===== src/hw/rtl/lr_pkg.sv =====
package lr_pkg;

  // Default coordinate width of the endpoint and pixel fields
  localparam int COORD_BITS = 12;

  // Item kind codes
  localparam logic KIND_START = 1'b0;
  localparam logic KIND_NEXT  = 1'b1;

  // Walk direction picked at line start (x always runs non-decreasing)
  typedef enum logic [1:0] {
    OCT_SHALLOW_UP,
    OCT_SHALLOW_DOWN,
    OCT_STEEP_UP,
    OCT_STEEP_DOWN
  } octant_e;

endpackage


===== src/hw/rtl/lr_if.sv =====
// Input channel: line start / next pixel requests
interface lr_in_if #(
  parameter int CoordBits = lr_pkg::COORD_BITS
);
  logic                        valid;
  logic                        ready;
  logic                        kind;
  logic signed [CoordBits-1:0] x_start;
  logic signed [CoordBits-1:0] y_start;
  logic signed [CoordBits-1:0] x_end;
  logic signed [CoordBits-1:0] y_end;

  modport source (output valid, kind, x_start, y_start, x_end, y_end, input ready);
  modport sink   (input valid, kind, x_start, y_start, x_end, y_end, output ready);
endinterface

// Output channel: at most one pixel per item
interface lr_out_if #(
  parameter int CoordBits = lr_pkg::COORD_BITS
);
  logic                        valid;
  logic                        ready;
  logic signed [CoordBits-1:0] pixel_x;
  logic signed [CoordBits-1:0] pixel_y;
  logic                        last;

  modport source (output valid, pixel_x, pixel_y, last, input ready);
  modport sink   (input valid, pixel_x, pixel_y, last, output ready);
endinterface


===== src/hw/rtl/lr_setup.sv =====
module lr_setup #(
  parameter int CoordBits = lr_pkg::COORD_BITS,
  parameter int StepBits  = CoordBits + 2,
  parameter int DecBits   = CoordBits + 4
) (
  input  logic signed [CoordBits-1:0] x_start_i,
  input  logic signed [CoordBits-1:0] y_start_i,
  input  logic signed [CoordBits-1:0] x_end_i,
  input  logic signed [CoordBits-1:0] y_end_i,
  output logic signed [CoordBits-1:0] cur_x_o,
  output logic signed [CoordBits-1:0] cur_y_o,
  output logic signed [CoordBits-1:0] stop_x_o,
  output logic signed [CoordBits-1:0] stop_y_o,
  output logic signed [StepBits-1:0]  step_a_o,
  output logic signed [StepBits-1:0]  step_b_o,
  output logic signed [DecBits-1:0]   decision_o,
  output lr_pkg::octant_e             octant_o
);

  logic                        swap;
  logic signed [CoordBits-1:0] x0, y0, x1, y1;
  logic signed [CoordBits:0]   dx, dy;
  logic        [CoordBits:0]   abs_dy;
  logic signed [DecBits-1:0]   dx_w, dy_w;
  logic                        shallow, rising;

  // Order endpoints so x runs non-decreasing
  assign swap = x_start_i > x_end_i;
  assign x0   = swap ? x_end_i   : x_start_i;
  assign y0   = swap ? y_end_i   : y_start_i;
  assign x1   = swap ? x_start_i : x_end_i;
  assign y1   = swap ? y_start_i : y_end_i;

  // Span on each axis; dx is never negative after the swap
  assign dx     = (CoordBits+1)'(x1) - (CoordBits+1)'(x0);
  assign dy     = (CoordBits+1)'(y1) - (CoordBits+1)'(y0);
  assign abs_dy = dy[CoordBits] ? (CoordBits+1)'(-dy) : (CoordBits+1)'(dy);
  assign dx_w   = DecBits'(dx);
  assign dy_w   = DecBits'(dy);

  assign shallow = $unsigned(dx) >= abs_dy;
  assign rising  = dy > 0;

  assign cur_x_o  = x0;
  assign cur_y_o  = y0;
  assign stop_x_o = x1;
  assign stop_y_o = y1;
  assign step_a_o = StepBits'(dy) <<< 1;
  assign step_b_o = -(StepBits'(dx) <<< 1);

  // Pick the walk case and seed the decision term
  always_comb begin
    if (shallow && rising) begin
      octant_o   = lr_pkg::OCT_SHALLOW_UP;
      decision_o = (dy_w <<< 1) - dx_w;
    end else if (shallow) begin
      octant_o   = lr_pkg::OCT_SHALLOW_DOWN;
      decision_o = (dy_w <<< 1) + dx_w;
    end else if (rising) begin
      octant_o   = lr_pkg::OCT_STEEP_UP;
      decision_o = dy_w - (dx_w <<< 1);
    end else begin
      octant_o   = lr_pkg::OCT_STEEP_DOWN;
      decision_o = dy_w + (dx_w <<< 1);
    end
  end

endmodule


===== src/hw/rtl/line_rasterizer_unit.sv =====
// Bresenham line rasterizer.
// in_i carries items of two kinds: a start item with two endpoints, which
// begins a new line (abandoning any line in progress) and yields its first
// pixel, and a next item, which yields the following pixel of the line.
// Each line gives span+1 pixels on out_o, the final one being the exact end
// point with last set. A next item while no line is open yields nothing.
// An accepted item waits in the input register and its pixel then goes to the
// output register. Throughput: one item per clock while out_o is ready; the line
// setup (swap, spans, decision seed) is computed ahead of the input register and
// the pixel step (end compare, sign test and narrow adds) sits between the
// input register and the output register, so back-to-back items stream freely.
// When the receiver stalls, the pixel holds in the output register, one
// more item waits in the input register, and in_i.ready then drops.
// Reset closes any open line and empties both registers.
module line_rasterizer_unit #(
  parameter int CoordBits = lr_pkg::COORD_BITS
) (
  input logic          clk_i,
  input logic          rst_ni,
  lr_in_if.sink        in_i,
  lr_out_if.source     out_o
);

  localparam int StepBits = CoordBits + 2;
  localparam int DecBits  = CoordBits + 4;

  // Setup results for a start item
  logic signed [CoordBits-1:0] su_cur_x, su_cur_y, su_stop_x, su_stop_y;
  logic signed [StepBits-1:0]  su_step_a, su_step_b;
  logic signed [DecBits-1:0]   su_dec;
  lr_pkg::octant_e             su_oct;

  // Input register
  logic                        s1_valid_q;
  logic                        s1_kind_q;
  logic signed [CoordBits-1:0] s1_cur_x_q, s1_cur_y_q, s1_stop_x_q, s1_stop_y_q;
  logic signed [StepBits-1:0]  s1_step_a_q, s1_step_b_q;
  logic signed [DecBits-1:0]   s1_dec_q;
  lr_pkg::octant_e             s1_oct_q;

  // Line state
  logic                        active_q;
  logic signed [CoordBits-1:0] cur_x_q, cur_y_q, stop_x_q, stop_y_q;
  logic signed [StepBits-1:0]  step_a_q, step_b_q;
  logic signed [DecBits-1:0]   dec_q;
  lr_pkg::octant_e             oct_q;

  // Output register
  logic                        out_valid_q;
  logic signed [CoordBits-1:0] pix_x_q, pix_y_q;
  logic                        last_q;

  // Step datapath
  logic                        is_start, produce, out_free, s1_go, at_end, cond;
  logic signed [CoordBits-1:0] sel_x, sel_y, sel_sx, sel_sy, nx_x, nx_y;
  logic signed [StepBits-1:0]  sel_a, sel_b;
  logic signed [DecBits-1:0]   sel_dec, a_w, b_w, nx_dec;
  lr_pkg::octant_e             sel_oct;

  lr_setup #(
    .CoordBits (CoordBits),
    .StepBits  (StepBits),
    .DecBits   (DecBits)
  ) u_setup (
    .x_start_i  (in_i.x_start),
    .y_start_i  (in_i.y_start),
    .x_end_i    (in_i.x_end),
    .y_end_i    (in_i.y_end),
    .cur_x_o    (su_cur_x),
    .cur_y_o    (su_cur_y),
    .stop_x_o   (su_stop_x),
    .stop_y_o   (su_stop_y),
    .step_a_o   (su_step_a),
    .step_b_o   (su_step_b),
    .decision_o (su_dec),
    .octant_o   (su_oct)
  );

  // Handshake: a held item advances when it needs no output slot or one is free
  assign is_start   = s1_kind_q == lr_pkg::KIND_START;
  assign produce    = is_start || active_q;
  assign out_free   = !out_valid_q || out_o.ready;
  assign s1_go      = s1_valid_q && (out_free || !produce);
  assign in_i.ready = !s1_valid_q || s1_go;

  // Capture incoming item with its precomputed setup
  always_ff @(posedge clk_i or negedge rst_ni) begin
    if (!rst_ni) begin
      s1_valid_q <= 1'b0;
    end else if (in_i.ready) begin
      s1_valid_q <= in_i.valid;
    end
  end

  always_ff @(posedge clk_i) begin
    if (in_i.valid && in_i.ready) begin
      s1_kind_q   <= in_i.kind;
      s1_cur_x_q  <= su_cur_x;
      s1_cur_y_q  <= su_cur_y;
      s1_stop_x_q <= su_stop_x;
      s1_stop_y_q <= su_stop_y;
      s1_step_a_q <= su_step_a;
      s1_step_b_q <= su_step_b;
      s1_dec_q    <= su_dec;
      s1_oct_q    <= su_oct;
    end
  end

  // Pick fresh line setup on start, else the running state
  assign sel_x   = is_start ? s1_cur_x_q  : cur_x_q;
  assign sel_y   = is_start ? s1_cur_y_q  : cur_y_q;
  assign sel_sx  = is_start ? s1_stop_x_q : stop_x_q;
  assign sel_sy  = is_start ? s1_stop_y_q : stop_y_q;
  assign sel_a   = is_start ? s1_step_a_q : step_a_q;
  assign sel_b   = is_start ? s1_step_b_q : step_b_q;
  assign sel_dec = is_start ? s1_dec_q    : dec_q;
  assign sel_oct = is_start ? s1_oct_q    : oct_q;
  assign a_w     = DecBits'(sel_a);
  assign b_w     = DecBits'(sel_b);

  // Detect end point and step one pixel along the major axis
  always_comb begin
    at_end = 1'b0;
    cond   = 1'b0;
    nx_x   = sel_x;
    nx_y   = sel_y;
    nx_dec = sel_dec;
    case (sel_oct)
      lr_pkg::OCT_SHALLOW_UP: begin
        at_end = sel_x >= sel_sx;
        cond   = sel_dec > 0;
        nx_x   = sel_x + CoordBits'(1);
        nx_y   = sel_y + CoordBits'(cond);
        nx_dec = sel_dec + a_w + (cond ? b_w : '0);
      end
      lr_pkg::OCT_SHALLOW_DOWN: begin
        at_end = sel_x >= sel_sx;
        cond   = sel_dec < 0;
        nx_x   = sel_x + CoordBits'(1);
        nx_y   = sel_y - CoordBits'(cond);
        nx_dec = sel_dec + a_w - (cond ? b_w : '0);
      end
      lr_pkg::OCT_STEEP_UP: begin
        at_end = sel_y >= sel_sy;
        cond   = sel_dec < 0;
        nx_y   = sel_y + CoordBits'(1);
        nx_x   = sel_x + CoordBits'(cond);
        nx_dec = sel_dec + b_w + (cond ? a_w : '0);
      end
      lr_pkg::OCT_STEEP_DOWN: begin
        at_end = sel_y <= sel_sy;
        cond   = sel_dec > 0;
        nx_y   = sel_y - CoordBits'(1);
        nx_x   = sel_x + CoordBits'(cond);
        nx_dec = sel_dec - b_w + (cond ? a_w : '0);
      end
      default: begin
        at_end = 1'b1;
      end
    endcase
  end

  // Advance line state on each emitted pixel
  always_ff @(posedge clk_i or negedge rst_ni) begin
    if (!rst_ni) begin
      active_q <= 1'b0;
      cur_x_q  <= '0;
      cur_y_q  <= '0;
      stop_x_q <= '0;
      stop_y_q <= '0;
      step_a_q <= '0;
      step_b_q <= '0;
      dec_q    <= '0;
      oct_q    <= lr_pkg::OCT_SHALLOW_UP;
    end else if (s1_go && produce) begin
      active_q <= !at_end;
      cur_x_q  <= nx_x;
      cur_y_q  <= nx_y;
      stop_x_q <= sel_sx;
      stop_y_q <= sel_sy;
      step_a_q <= sel_a;
      step_b_q <= sel_b;
      dec_q    <= nx_dec;
      oct_q    <= sel_oct;
    end
  end

  // Output register: load a pixel, drop it once taken
  always_ff @(posedge clk_i or negedge rst_ni) begin
    if (!rst_ni) begin
      out_valid_q <= 1'b0;
    end else if (s1_go && produce) begin
      out_valid_q <= 1'b1;
    end else if (out_o.ready) begin
      out_valid_q <= 1'b0;
    end
  end

  always_ff @(posedge clk_i) begin
    if (s1_go && produce) begin
      pix_x_q <= at_end ? sel_sx : sel_x;
      pix_y_q <= at_end ? sel_sy : sel_y;
      last_q  <= at_end;
    end
  end

  assign out_o.valid   = out_valid_q;
  assign out_o.pixel_x = pix_x_q;
  assign out_o.pixel_y = pix_y_q;
  assign out_o.last    = last_q;

  // End point closes the line
  a_end_closes: assert property (@(posedge clk_i) disable iff (!rst_ni)
    s1_go && produce && at_end |=> !active_q)
    else $error("line still open after end point");

  // Emitted pixel always lands in the output register
  a_emit_loads: assert property (@(posedge clk_i) disable iff (!rst_ni)
    s1_go && produce |=> out_valid_q && (last_q == $past(at_end)))
    else $error("emitted pixel missing from output register");

  // A stalled item stays put in the input register
  a_s1_hold: assert property (@(posedge clk_i) disable iff (!rst_ni)
    s1_valid_q && !s1_go |=> s1_valid_q && $stable(s1_kind_q) && $stable(s1_dec_q))
    else $error("held item overwritten");

  // The walk never passes the end point on its major axis
  a_no_overshoot: assert property (@(posedge clk_i) disable iff (!rst_ni)
    active_q |->
      ((oct_q == lr_pkg::OCT_SHALLOW_UP || oct_q == lr_pkg::OCT_SHALLOW_DOWN) &&
       cur_x_q <= stop_x_q) ||
      (oct_q == lr_pkg::OCT_STEEP_UP && cur_y_q <= stop_y_q) ||
      (oct_q == lr_pkg::OCT_STEEP_DOWN && cur_y_q >= stop_y_q))
    else $error("walk overshot end point");

endmodule

===== src/flat_wrapper.sv =====
// flat-port wrapper written by rule: the top's interface ports become plain ports
module line_rasterizer_unit_flat 
#(
  parameter int CoordBits = lr_pkg::COORD_BITS
)
  (clk_i, rst_ni, in_i_valid, in_i_kind, in_i_x_start, in_i_y_start, in_i_x_end, in_i_y_end, in_i_ready, out_o_valid, out_o_pixel_x, out_o_pixel_y, out_o_last, out_o_ready);
  lr_in_if #(.CoordBits(CoordBits)) in_i_i ();
  lr_out_if #(.CoordBits(CoordBits)) out_o_i ();
  input logic clk_i;
  input logic rst_ni;
  input wire logic [$bits(in_i_i.valid)-1:0] in_i_valid;
  input wire logic [$bits(in_i_i.kind)-1:0] in_i_kind;
  input wire logic [$bits(in_i_i.x_start)-1:0] in_i_x_start;
  input wire logic [$bits(in_i_i.y_start)-1:0] in_i_y_start;
  input wire logic [$bits(in_i_i.x_end)-1:0] in_i_x_end;
  input wire logic [$bits(in_i_i.y_end)-1:0] in_i_y_end;
  output wire logic [$bits(in_i_i.ready)-1:0] in_i_ready;
  output wire logic [$bits(out_o_i.valid)-1:0] out_o_valid;
  output wire logic [$bits(out_o_i.pixel_x)-1:0] out_o_pixel_x;
  output wire logic [$bits(out_o_i.pixel_y)-1:0] out_o_pixel_y;
  output wire logic [$bits(out_o_i.last)-1:0] out_o_last;
  input wire logic [$bits(out_o_i.ready)-1:0] out_o_ready;
  assign in_i_i.valid = in_i_valid;
  assign in_i_i.kind = in_i_kind;
  assign in_i_i.x_start = in_i_x_start;
  assign in_i_i.y_start = in_i_y_start;
  assign in_i_i.x_end = in_i_x_end;
  assign in_i_i.y_end = in_i_y_end;
  assign in_i_ready = in_i_i.ready;
  assign out_o_valid = out_o_i.valid;
  assign out_o_pixel_x = out_o_i.pixel_x;
  assign out_o_pixel_y = out_o_i.pixel_y;
  assign out_o_last = out_o_i.last;
  assign out_o_i.ready = out_o_ready;
  line_rasterizer_unit #(.CoordBits(CoordBits)) u_core (.clk_i(clk_i), .rst_ni(rst_ni), .in_i(in_i_i), .out_o(out_o_i));
endmodule

===== config.mk =====
export PLATFORM = sky130hd
export DESIGN_NAME = line_rasterizer_unit_flat
export DESIGN_NICKNAME = d
export VERILOG_FILES = /design/src/hw/rtl/lr_pkg.sv /design/src/hw/rtl/lr_if.sv /design/src/hw/rtl/lr_setup.sv /design/src/hw/rtl/line_rasterizer_unit.sv /design/src/flat_wrapper.sv
export SDC_FILE = /design/constraint.sdc
export NUM_CORES = 1
export LEC_CHECK = 0
export BUFFER_PORTS_ARGS = -buffer_cell sky130_fd_sc_hd__buf_2
export CAP_MARGIN = 20
export CORE_ASPECT_RATIO = 1.5
export CORE_MARGIN = 3
export CORE_UTILIZATION = 42
export CTS_CLUSTER_DIAMETER = 50
export CTS_CLUSTER_SIZE = 14
export DETAILED_ROUTE_END_ITERATION = 8
export PLACE_DENSITY = 0.59
export SYNTH_ARGS = -nofsm -noshare
export SYNTH_HDL_FRONTEND = slang
export SYNTH_SLANG_ARGS = --single-unit

===== constraint.sdc =====
create_clock -name clk_i -period 8.4 [get_ports clk_i]
set_clock_uncertainty 0.05 [all_clocks]
set_input_delay 2.52 -clock clk_i [delete_from_list [all_inputs] [get_ports clk_i]]
set_output_delay 2.52 -clock clk_i [all_outputs]
set_load 0.005 [all_outputs]

Word-level counts from Yosys, hierarchy flattened

Index checks and enable logic that the tools add are counted.

Register bits: 216
Input port bits: 53
Output and inout port bits: 27
Word-level logic and storage cells: 104

Add/subtract/negate cells: 22
Magnitude comparators: 8
Equal/unequal tests: 3
Multiplexer cells: 30
Bitwise operators: 1
Reduce and logical (&&, ||, !) cells: 16

Operators by type and width:

| kind                  | number |
|---|---|
| $mux 16               | 8 |
| $mux 12               | 10 |
| $add 16x16->16        | 5 |
| $pmux 16 s4           | 1 |
| $pmux 12 s4           | 1 |
| $add 12x1->12         | 3 |
| $pmux 12 s3           | 1 |
| $sub 16x16->16        | 2 |
| $mux 14               | 2 |
| $sub 12x12->13        | 2 |
| $add 12x2->12 const B | 2 |
| $ge 12x12->1          | 2 |
| $gt 16x1->1 const B   | 1 |
| $lt 16x1->1 const B   | 1 |
| $add 13x14->15        | 1 |
| $add 14x13->15        | 1 |
| $sub 13x14->15        | 1 |
| $sub 14x13->15        | 1 |
| $neg 14->14           | 1 |
| $ge 13x13->1          | 1 |
| $gt 13x1->1 const B   | 1 |
| $mux 13               | 1 |
| $neg 13->13           | 1 |
| $gt 12x12->1          | 1 |
| other kinds (15)      | 29 |

Depth between registers and ports, before layout

Word-level depth: 8
Gate-level depth with buffers: 40
Depth with buffers taken out: 36

Cells and area by module

A second synthesis with hierarchy kept.

Cells, all modules: 2,247
Area total of the unflattened synthesis: 20,043.0 sq um

Modules (own cells, without submodules):

| module               | instances | cells each | area each (sq um) | sequential area each (sq um) |
|---|---|---|---|---|
| line_rasterizer_unit | 1         | 1,439      | 14,453.9          | 6,030.8 |
| lr_setup             | 1         | 808        | 5,589.1           | 0.0 |

Worst setup path after synthesis

Ideal clock, no wire load.

Path kind: input-to-reg
From: input in_i_x_end[11]
To: register u_core.s1_dec_q[14] (data pin)
Library setup time: 262 ps
Data arrival time: 9,162 ps
Data required time: 8,088 ps
Slack: -1,074 ps
Stages: 36
Path buffers: 3
Path through: inv_1 -> ha_1 -> buf_2 -> nand4_1 -> o2111ai_1 -> o211ai_2 -> a21oi_2 -> mux2i_1 -> inv_1 -> ha_1 -> or4_1 -> a32oi_1 -> nand2_1 -> a21boi_0 -> xnor2_1 -> or3_1 -> nor4bb_1 -> buf_2 -> nor2_2 -> buf_2 -> o21ai_0 -> ha_1 -> a21o_1 -> a21oi_1 -> o21bai_1 -> a21oi_1 -> o21bai_1 -> a21oi_1 -> o21bai_1 -> a21oi_1 -> o21ai_0 -> a21o_1 -> o221a_1 -> o211a_1 -> o2111ai_1 -> nand3_1

Cells in the longest elaborated chain, start to end: 8
Elaborated cells between the ends (all ways): 19
Classes of those cells: add/sub (7); order compare (3); mux (8); reduce/logical (1)

RTL lines:

| what                                         | RTL line                       | RTL |
|---|---|---|
| from (decl)                                  | flat_wrapper.sv:15             | `input wire logic [$bits(in_i_i.x_end)-1:0] in_i_x_end;` |
| $gt 12x12->1 (*)                             | lr_setup.sv:28                 | `assign swap = x_start_i > x_end_i;` |
| $mux 12 (on tied branches)                   | lr_setup.sv:32, lr_setup.sv:30 |  |
| $sub 12x12->13 (*)                           | lr_setup.sv:36                 | `assign dy = (CoordBits+1)'(y1) - (CoordBits+1)'(y0);` |
| named net u_core.su_step_a[7]                | line_rasterizer_unit.sv:29     | `logic signed [StepBits-1:0] su_step_a, su_step_b;` |
| $neg 13->13                                  | lr_setup.sv:37                 | `assign abs_dy = dy[CoordBits] ? (CoordBits+1)'(-dy) : (CoordBits+1)'(dy);` |
| $mux 13                                      | lr_setup.sv:37                 |  |
| $ge 13x13->1                                 | lr_setup.sv:41                 | `assign shallow = $unsigned(dx) >= abs_dy;` |
| $mux 16 or $logic_and 1x1->1 (tied branches) | lr_setup.sv:56, lr_setup.sv:53 |  |
| $mux 16 (*)                                  | lr_setup.sv:53                 | `if (shallow && rising) begin` |
| named net u_core.su_dec[14]                  | line_rasterizer_unit.sv:30     | `logic signed [DecBits-1:0] su_dec;` |
| to (signal assigned)                         | line_rasterizer_unit.sv:104    | `s1_dec_q <= su_dec;` |
| to (decl)                                    | line_rasterizer_unit.sv:38     | `logic signed [DecBits-1:0] s1_dec_q;` |

The timed path passes the listed nets; every way through them passes the cells marked *.
A chain may end at the register's enable or synchronous reset.

Final worst setup path

From: input in_i_x_start[1]
To: register u_core.s1_dec_q[14] (data pin)

Cells in the longest elaborated chain, start to end: 8
Elaborated cells between the ends (all ways): 19
Classes of those cells: add/sub (7); order compare (3); mux (8); reduce/logical (1)

RTL lines:

| what                                         | RTL line                       | RTL |
|---|---|---|
| from (decl)                                  | flat_wrapper.sv:13             | `input wire logic [$bits(in_i_i.x_start)-1:0] in_i_x_start;` |
| $gt 12x12->1 (*)                             | lr_setup.sv:28                 |  |
| $mux 12 (on tied branches)                   | lr_setup.sv:32, lr_setup.sv:30 |  |
| $sub 12x12->13 (*)                           | lr_setup.sv:36                 |  |
| named net u_core.su_step_a[3]                | line_rasterizer_unit.sv:29     |  |
| $neg 13->13                                  | lr_setup.sv:37                 |  |
| $mux 13                                      | lr_setup.sv:37                 |  |
| $ge 13x13->1                                 | lr_setup.sv:41                 |  |
| $mux 16 or $logic_and 1x1->1 (tied branches) | lr_setup.sv:56, lr_setup.sv:53 |  |
| $mux 16 (*)                                  | lr_setup.sv:53                 |  |
| named net u_core.su_dec[14]                  | line_rasterizer_unit.sv:30     |  |

Marked as above.

==> parameters.txt <==
Parameter                              Value

Power and ir drop
  Max VDD drop ... 0.195 mV
  Pwr/cell area ... roughly 430 nW/um2
  Cell leakage power ... around 11 nW

Clocking
  Clock latency at the later pin of the worst-skew pair ... 0.56 ns
  CTS clock-pin slew for the worst setup and hold paths ... roughly 0.06 ns
  CTS tree ... yes
  CTS HTree Levels ... 1
  Total clock buffers created by CTS ... 23
  TritonCTS sink count ... between 200 and 250
  Max Root-Sink Buffers ... 3
  Clock root buffer master ... clkbuf_16

Route
  Per-cell routed wire length ... approximately 19 um
  Router iterations before antenna repair ... 6
  DRC violation count after routing ... 0
  Aggregate routed wire length ... slightly below 60000 um
  Iter 0 DRT Violations ... just over 800
  Detail-routed via count per cell ... between 5 and 6
  Count of vias placed by the detailed router ... 17100
  Detail Route Antenna Nets ... 0

Worst setup path
  Top fanout value on the critical path ... 6
  RR Endpoint ... u_core.dec_q[15]
  Cell type with the highest occurrence count on the critical path ... a21oi_2
  Data required time at the worst endpoint ... roughly 8.6 ns
  Origin of the critical flop-to-flop path ... u_core.s1_kind_q
  Internal reg-to-reg setup slack ... roughly 1.8 ns
  CP max stage delay ... around 0.50 ns
  Worst EP arrival ... between 8 and 9 ns
  Count of buffer and inverter cells on the critical path ... 5
  Critical path endpoint category ... flip-flop
  CP delay by family, top ... compound AO/OA/AOI/OAI gates
  Startpoint Class ... input port
  Critical path class ... in -> reg
  R2R cell count ... 23
  Total stage count of the critical path ... 36
  Critical-path cell with the highest stage delay ... or4_4

Floorplanning
  Die outline height ... 270 um
  Count of boundary I/O pins ... 80
  Die extent in x ... about 180 um
  Placement Rows ... 96
  Die footprint ... 49100 um2
  Area of the placeable core ... 45800 um2
  Initial core utilization ... a little over two fifths

Synthesis
  Post-synthesis sequential area ratio ... 30.5%
  Synth warn ... 0
  Ys flop type ... edfxtp_1
  Synth unique cells ... roughly 100
  Fraction of synthesis flops using an asynchronous set or reset pin ... 45.3%
  Flops & latches, synth ... 214
  Synthesized area divided by synthesized cell count ... around 8.7 um2
  Number of cells produced by synthesis ... approximately 2200
  Mapped cell area ... just under 20000 um2
  EDFF count, synth ... 117
  Synthesized net count ... between 2000 and 3000

Flow run
  Max-cap violations ... 0

Place
  Post-placement setup slack ... -0.792 ns
  Detailed Place HPWL ... between 40000 and 50000 um
  Placer's final routability congestion estimate ... 0.955
  Port bufs ... 79

Status
  Violations in the final reports ... setup timing
  Result of the run ... complete, but fails checks

Global route
  GRT Resource Usage Total ... 23.1%
  Number of antenna violations at the first check in global routing ... 7
  Largest net degree at the start of global routing ... a little over 100
  Global-route congestion overflow total ... 0
  Via count of the first global-routing pass ... ~17000
  First-pass GRT wire length ... 91100 um

Hold path
  Worst Hold Launch ... u_core.cur_y_q[4]
  Cells on Worst Hold Path ... 2
  Hold worst-path end ... u_core.cur_y_q[4]
  Class of the worst hold path ... reg -> reg

Timing
  Max-slew violation count ... 0
  Least-Margin Pin Slew ... about 1.1 ns
  Hold violation count in the final report ... 0
  Period Utilization, post-route ... 101%
  Highest Clock Rate ... 0.118 GHz
  Time the final worst path needs with I/O delays and setup ... 8.50 ns
  Setup TNS Final ... -0.189 ns
  Count of endpoints failing setup in the final report ... 2
  Max transition margin ... between 20% and 30%
  Worst setup margin ... -0.105 ns
  Unrepaired setup endpoints after global routing ... yes

Cells and area
  Share of cells above drive strength 1 ... between 10% and 20%
  Layout overhead on the synthesized area ... 21.6%
  Final #Nets ... 2792
[what timing repair did]
item,CTS,global route
pin swaps,11,43
cloned,0,2
setup endpoints to repair,4,16
setup buffers,3,18
hold buffers,0,0
resized for setup,5,82
[worst max-delay path by stage]
stage                    start                  end  slack (ns)
2_1_floorplan    in_i_x_end[1]  u_core.s1_dec_q[13]       -0.62
3_3_place_gp     in_i_x_end[1]  u_core.s1_dec_q[13]       -0.73
3_5_place_dp     in_i_x_end[1]  u_core.s1_dec_q[14]       -0.79
4_1_cts          in_i_x_end[9]  u_core.s1_dec_q[14]      -0.003
5_1_grt         in_i_x_end[10]  u_core.s1_dec_q[13]       -0.44
6_report       in_i_x_start[1]  u_core.s1_dec_q[14]       -0.10
[worst min-delay path, cell delays in order (launching register included)]
cell and delay, ns:
dfrtp_1 0.34, nand2_1 0.05, nand2_1 0.06
[per-layer routing]
layer | up-vias | global-route usage, % | wire length [um]
met5 | - | 0 | 56
met3 | 143 | 2.72 | 2020
met2 | 348 | 42.0 | 29800
li1 | 8448 | - | -
met4 | 10 | 12.2 | 3380
met1 | 8113 | 26.1 | 23200
[placed cells by master (no fill, tap or decap), types with 14 or more instances in the layout]
cell type,count
nand2b_1,33
o21ai_0,205
edfxtp_1,117
clkbuf_16,24
fa_1,38
xor2_1,27
a21o_1,32
a211oi_1,18
buf_4,252
o21bai_1,37
buf_6,14
buf_2,70
nor2b_1,35
nand3_1,18
nor3_1,38
xnor2_1,113
nor2_1,147
ha_1,165
dfrtp_1,97
mux2i_1,138
inv_1,191
a21oi_1,124
nand2_1,276
[stage by stage]
stage / hold slack [ns] / utilization (%) / std cells / power (mW) / cell area [um2]
global placement: 0.406 / 48.9 / 3061 / 8.74 / 22400
floorplan: 0.388 / - / 2233 / 6.93 / 19800
detailed placement: 0.412 / 48.9 / 3062 / 8.91 / 22400
finish: 0.428 / 51.8 / 3130 / 10.2 / 23700
CTS: 0.428 / 50.7 / 3107 / 9.99 / 23200
global route: 0.460 / 51.8 / 3128 / 11.2 / 23700
[sequential cells by signal (all words and copies together), names as in the netlist, 2 cells and up]
name,count
u_core.out_o.pixel_x,12
u_core.s1_step_b_q,13
u_core.s1_stop_x_q,12
u_core.cur_x_q,12
u_core.out_o.pixel_y,12
u_core.oct_q,2
u_core.s1_stop_y_q,12
u_core.step_a_q,14
u_core.step_b_q,14
u_core.s1_cur_x_q,12
u_core.s1_oct_q,2
u_core.s1_cur_y_q,12
u_core.cur_y_q,12
u_core.s1_dec_q,15
u_core.dec_q,16
u_core.s1_step_a_q,13
u_core.stop_y_q,12
u_core.stop_x_q,12
[cell usage after synthesis, drive strengths merged (9+ instances only)]
cell type	number	area (um2)
nand2b	33	206
or3	15	98.8
nor2	152	573
o21ai	224	1130
nand3	20	105
ha	178	2230
xor2	28	245
o21a	10	75.1
mux2i	141	1410
clkbuf	57	214
nor2b	36	225
dfrtp	97	2430
o21bai	38	285
fa	38	761
a21oi	134	678
a21boi	10	75.1
and2	15	95.1
inv	199	749
nand4	9	56.3
and3	14	92.6
a211oi	23	195
a31oi	14	109
edfxtp	117	3510
xnor2	116	1020
nand2	282	1060
o211ai	12	95.1
buf	23	139
maj3	9	90.1
a21o	32	240
nor3	38	190
[logic make-up after synthesis]
kind of cell,Yosys count,synth area share (%)
compound gates,580,18.8
xor+xnor,144,6.51
fa+ha+maj,225,15.8
buf+inv,279,5.66
flops,214,30.5
mux,147,7.61
simple gates,644,15.2
[report_power, final]
| part | internal, mW | switching [mW] |
|---|---|---|
| clock network | 0.555 | 0.447 |
| logic | 3.28 | 4.14 |
| registers | 1.58 | 0.181 |
[area by class of cell]
cell class                 instances  area (um2)
antenna                            2        5.00
clock inverter                    10         128
fill                            4219       22100
sequential                       214        5940
clock buffer                      32         609
tap                              588         736
multi-input combinational       1740       12900
timing repair buffer             345        2580
inverter                         199         767
No activity file was read; power rests on OpenSTA's default activity.
